$ cat config.mk
export PLATFORM = sky130hd
export DESIGN_NAME = drws_ctrl
export DESIGN_NICKNAME = d
export VERILOG_FILES = /design/src/rtl/core/drws_pkg.sv /design/src/rtl/core/drws_ctrl.sv
export SDC_FILE = /design/constraint.sdc
export NUM_CORES = 1
export LEC_CHECK = 0
export BUFFER_PORTS_ARGS = -buffer_cell sky130_fd_sc_hd__buf_4
export CORE_AREA = 2 2 47 49
export CTS_CLUSTER_DIAMETER = 80
export DETAILED_ROUTE_END_ITERATION = 10
export DIE_AREA = 0 0 49 51
export GPL_TIMING_DRIVEN = 0
export SLEW_MARGIN = 5
export SYNTH_ARGS = -nofsm -noshare
export SYNTH_HDL_FRONTEND = slang
export SYNTH_SLANG_ARGS = --single-unit
$ cat constraint.sdc
create_clock -name clock -period 4.35 [get_ports clock]
set_clock_uncertainty 0.1 [all_clocks]
set_input_delay 0.2175 -clock clock [delete_from_list [all_inputs] [get_ports clock]]
set_output_delay 0.2175 -clock clock [all_outputs]
set_load 0.005 [all_outputs]
$ cat src/rtl/core/drws_pkg.sv
// shared types, constants and helper functions of the random walk step block
package drws_pkg;

   localparam int GRID_SIDE_DEFAULT = 1024;
   localparam int COORD_W           = 10;
   localparam int COORD_MAX         = 1023;
   localparam int RADIUS_W          = 9;
   localparam int DIR_W             = 3;
   localparam int CSR_IDX_W         = 2;
   localparam int CSR_DATA_W        = 10;
   localparam int EXT_W             = COORD_W + 2;
   localparam int MAG_W             = 11;
   localparam int SQ_W              = 21;
   localparam int SUM_W             = 22;
   localparam int R2_W              = 2 * RADIUS_W;
   localparam int CNT_W             = 4;
   localparam int NB_COUNT          = 9;
   localparam int SQ_STEPS          = 6;
   localparam int RD_ROWS           = 3;

   localparam logic [COORD_W-1:0]  CENTER_RESET = 10'd511;
   localparam logic [RADIUS_W-1:0] RADIUS_RESET = 9'd485;
   // every neighbour position of the 3x3 window except the walker itself
   localparam logic [NB_COUNT-1:0] NB_MASK      = 9'b111101111;

   typedef enum logic [CSR_IDX_W-1:0] {
      CSR_CENTER = 2'd0,
      CSR_RADIUS = 2'd1
   } csr_index_type;

   typedef enum logic [DIR_W-1:0] {
      DIR_PX   = 3'd0,
      DIR_MX   = 3'd1,
      DIR_PY   = 3'd2,
      DIR_MY   = 3'd3,
      DIR_PXPY = 3'd4,
      DIR_MXMY = 3'd5,
      DIR_MXPY = 3'd6,
      DIR_PXMY = 3'd7
   } dir_type;

   typedef enum logic [2:0] {
      ST_CLEAR,
      ST_IDLE,
      ST_SQUARE,
      ST_COMPARE,
      ST_DECIDE
   } state_type;

   typedef struct packed {
      logic             capture;
      logic             clr_en;
      logic             rd_en;
      logic [1:0]       rd_k;
      logic             sq_en;
      logic [2:0]       sq_idx;
      logic             cmp_en;
      logic [CNT_W-1:0] cmp_idx;
      logic             decide_en;
   } cmd_type;

   typedef struct packed {
      logic clr_last;
      logic done;
      logic out_busy;
   } status_type;

   typedef struct packed {
      logic signed [1:0] dx;
      logic signed [1:0] dy;
   } delta_type;

   typedef struct packed {
      logic [1:0] row;
      logic [1:0] col;
   } nb_pos_type;

   function automatic delta_type step_delta(logic [DIR_W-1:0] dir);
      delta_type d;
      case (dir_type'(dir))
         DIR_PX:   d = '{dx: 2'sd1,  dy: 2'sd0};
         DIR_MX:   d = '{dx: -2'sd1, dy: 2'sd0};
         DIR_PY:   d = '{dx: 2'sd0,  dy: 2'sd1};
         DIR_MY:   d = '{dx: 2'sd0,  dy: -2'sd1};
         DIR_PXPY: d = '{dx: 2'sd1,  dy: 2'sd1};
         DIR_MXMY: d = '{dx: -2'sd1, dy: -2'sd1};
         DIR_MXPY: d = '{dx: -2'sd1, dy: 2'sd1};
         DIR_PXMY: d = '{dx: 2'sd1,  dy: -2'sd1};
         default:  d = '{dx: 2'sd0,  dy: 2'sd0};
      endcase
      return d;
   endfunction

   // window position of a neighbour index, row major
   function automatic nb_pos_type nb_pos(logic [CNT_W-1:0] idx);
      nb_pos_type p;
      case (idx)
         4'd0:    p = '{row: 2'd0, col: 2'd0};
         4'd1:    p = '{row: 2'd0, col: 2'd1};
         4'd2:    p = '{row: 2'd0, col: 2'd2};
         4'd3:    p = '{row: 2'd1, col: 2'd0};
         4'd4:    p = '{row: 2'd1, col: 2'd1};
         4'd5:    p = '{row: 2'd1, col: 2'd2};
         4'd6:    p = '{row: 2'd2, col: 2'd0};
         4'd7:    p = '{row: 2'd2, col: 2'd1};
         4'd8:    p = '{row: 2'd2, col: 2'd2};
         default: p = '{row: 2'd1, col: 2'd1};
      endcase
      return p;
   endfunction

endpackage

$ cat src/rtl/core/drws_ctrl.sv
// step sequencer: grid clearing, square/compare sweeps and the stick decision
module drws_ctrl import drws_pkg::*; (
   input  logic       clock,
   input  logic       reset,
   input  logic       req_valid,
   output logic       req_stall,
   input  status_type status,
   output cmd_type    cmd
);

   state_type        state_ff, state_in;
   logic [CNT_W-1:0] cnt_ff, cnt_in;

   always_ff @(posedge clock) begin
      if (reset) begin
         state_ff <= ST_CLEAR;
         cnt_ff   <= '0;
      end else begin
         state_ff <= state_in;
         cnt_ff   <= cnt_in;
      end
   end

   always_comb begin
      state_in  = state_ff;
      cnt_in    = cnt_ff;
      cmd       = '0;
      req_stall = 1'b1;
      case (state_ff)
         ST_CLEAR: begin
            cmd.clr_en = 1'b1;
            if (status.clr_last) begin
               state_in = ST_IDLE;
            end
         end
         ST_IDLE: begin
            req_stall = 1'b0;
            cnt_in    = '0;
            if (req_valid) begin
               cmd.capture = 1'b1;
               // once finished, a transaction only repeats the last result
               state_in = status.done ? ST_DECIDE : ST_SQUARE;
            end
         end
         ST_SQUARE: begin
            // row reads overlap the first square steps
            cmd.sq_en  = (cnt_ff < CNT_W'(SQ_STEPS));
            cmd.sq_idx = cnt_ff[2:0];
            cmd.rd_en  = (cnt_ff < CNT_W'(RD_ROWS));
            cmd.rd_k   = cnt_ff[1:0];
            if (cnt_ff == CNT_W'(SQ_STEPS)) begin
               state_in = ST_COMPARE;
               cnt_in   = '0;
            end else begin
               cnt_in = cnt_ff + CNT_W'(1);
            end
         end
         ST_COMPARE: begin
            cmd.cmp_en  = 1'b1;
            cmd.cmp_idx = cnt_ff;
            if (cnt_ff == CNT_W'(NB_COUNT - 1)) begin
               state_in = ST_DECIDE;
               cnt_in   = '0;
            end else begin
               cnt_in = cnt_ff + CNT_W'(1);
            end
         end
         ST_DECIDE: begin
            if (!status.out_busy) begin
               cmd.decide_en = 1'b1;
               state_in      = ST_IDLE;
            end
         end
         default: begin
            state_in = ST_IDLE;
         end
      endcase
   end

endmodule

==> impl_metrics.toml <==
[critical_path]
crit_required_ns = 4.03
path_max_fanout = 10
end_kind = "primary output"
cp_num_buf_inv = 2
crit_family = "compound AO/OA/AOI/OAI gates"
critical_path.slowest_cell = "a2111oi_0"
worstPathCellList = "buf_6 -> nand2b_1 -> a2111oi_0 -> buf_4"
crit_arrival_ns = 1.53
max_stage_delay_ns = 0.42
path_class = "reg -> out"
cp-start-kind = "flop"

[finish]
antenna_cells = 0
drive_gt1_frac = 0.3776
finalInstanceArea_um2 = 877.1
nets = 108
area_growth_syn_to_layout_pct = 33.27
fill_cells = 215

[placement]
portBuffers = 21
place_area_um2 = 850.8
dp_hpwl_um = 1169
gp_congestion = 0.7768

[clock_network]
cts_sinks = 7
cts_root_buf = "clkbuf_4"
numCtsBuffers = 3
clk_path_buf_depth = 2
htree_levels = 1
ctsResizeCount = 0
cts_tree = "done"
worst_skew_pair.late_latency_ns = 0.26
holdBufCountCts = 0
post-cts-setup-buffers = 0
clk_pin_slew_ns = 0.05

[floorplan]
initial_utilization = 0.3190
die_w_um = 49
io_pins = 22
rows = 17
die_area_mm2 = 0.002499
die_h_um = 51
core_mm2 = 0.002063

[logic_synthesis]
syn_area_um2 = 658.1
synth_top_cell_by_area = "dfxtp_1"
synthArstFlopShare = 0
synth-edff-count = 0
seq_area_frac_synth = 0.2129
ys_ff_latch = 7
synth_nets = 82
yosys_warnings = 0
synth_top_area_frac = 0.2129
synthFlopType = "dfxtp_1"
syn_inst = 73
synthTopCellsByArea = "dfxtp_1 (21%), buf_6 (6.8%), ha_1 (5.7%)"
syn_avg_cell_area_um2 = 9.015
ys_types = 39

[route]
drtIter0Drc = 17
dr.pass1.iters = 4
drc = 0
vias = 623
ant_nets = 0
avgRoutedWirePerCell_um = 12.17
vias_per_cell = 4.944
drt_wl_total_um = 1533

[global_route]
grt_max_degree = 11
first_global_vias = 577
grt_pass1_wl_um = 2504
antenna_found_initial = 0
track_usage = 0.1341
gr-total-overflow = 0

[sta]
fin_setup_tns_ns = 0
hold_viol_final = 0
rsz0062_at_grt = "no"
worstMarginPinSlew_ns = 0.4123
setup_viol = 0
max_freq_ghz = 0.5419
min_period_over_period = 0.4242
finalMaxSlewViolations = 0
final.min_clock_period_ns = 1.845
slew_headroom = 0.7180

[min_path]
min_path_type = "in -> reg"

[power]
report.power.total_uw = 259.3
vdd_ir_drop_max_mv = 0.1599
powerDensity_mw_per_mm2 = 295.7
p_leak_uw = 0.0003996

[status]
status = "finished, final reports clean"

[run]
maxCapViolations = 0
final cells by class:
cell class | count | area [um^2] | share of cell area
sequential | 7 | 140.1 | 0.1598
timing repair buffer | 21 | 157.7 | 0.1797
clock buffer | 4 | 26.28 | 0.02996
tap | 28 | 35.03 | 0.03994
buffer | 7 | 63.81 | 0.07275
inverter | 4 | 15.01 | 0.01712
multi-input combinational | 55 | 439.2 | 0.5007
sequential cells by signal, summed over array words and instances, names as in the netlist:
signal / cells
cnt_ff: 4
state_ff: 3
power by group:
group | total (uW) | internal, uW | switching (uW)
registers | 76.3 | 71.1 | 5.15
logic | 122 | 60.2 | 61.9
clock network | 61.0 | 35.1 | 25.8
total | 259 | 166 | 92.9
path summary, 6_finish.rpt:
check	start	endpoint	slack, ns	cells past startpoint
worst max register to register	cnt_ff[0]$_SDFFE_PP0P_	cnt_ff[2]$_SDFFE_PP0P_	2.80	5
worst min register to register	state_ff[2]$_SDFFE_PP0P_	state_ff[2]$_SDFFE_PP0P_	0.52	3
worst max-delay path	state_ff[2]$_SDFFE_PP0P_	cmd[9]	2.50	4
worst min-delay path	reset	state_ff[2]$_SDFFE_PP0P_	0.05	2
cell usage after synthesis, drive strengths merged, types with 2 or more instances:
| library cell | count |
|---|---|
| nor4b | 2 |
| inv | 4 |
| nor3b | 2 |
| dfxtp | 7 |
| a211o | 2 |
| and4b | 2 |
| and3 | 5 |
| and2 | 2 |
| nor3 | 3 |
| nor2 | 6 |
| ha | 3 |
| o211ai | 2 |
| buf | 6 |
| nand3 | 3 |
| nand2b | 2 |
| a21oi | 2 |
kinds of logic (layout without fill, tap and decap cells):
family | after synthesis | count (layout) | synth area share
AO/OA/AOI/OAI | 14 | 14 | 0.1692
adder cells (fa/ha/maj) | 3 | 3 | 0.05704
flip-flops | 7 | 7 | 0.2129
multiplexers | 2 | 2 | 0.03232
buffers and inverters | 11 | 36 | 0.1197
AND/OR/NAND/NOR | 36 | 36 | 0.4087
per-stage QoR:
step / utilization / worst slack [ns] / instances / hold slack (ns)
2_1_floorplan: - / 2.967 / 73 / 0.1866
3_5_place_dp: 0.4124 / 2.800 / 122 / 0.3132
4_1_cts: 0.4251 / 2.523 / 126 / 0.04351
5_1_grt: 0.4251 / 2.433 / 126 / 0.06166
3_3_place_gp: 0.4124 / 2.789 / 122 / 0.3148
6_report: 0.4251 / 2.505 / 126 / 0.04976
cells in the final DEF, fill, tap and decap left out, types with 3 or more instances in the layout:
master / count
buf_4: 23
buf_6: 4
ha_1: 3
inv_1: 4
clkbuf_4: 3
and3_1: 4
nor2_1: 6
dfxtp_1: 7
nand3_1: 3
nor3_1: 3
per-layer routing:
metal	GRT usage	up-vias	routed length, um
met5	0	-	0
met4	0.1000	0	43
met3	0.02632	5	34
met2	0.2078	9	682
met1	0.1649	286	773
li1	-	323	-
No activity file was read; power rests on OpenSTA's default activity.
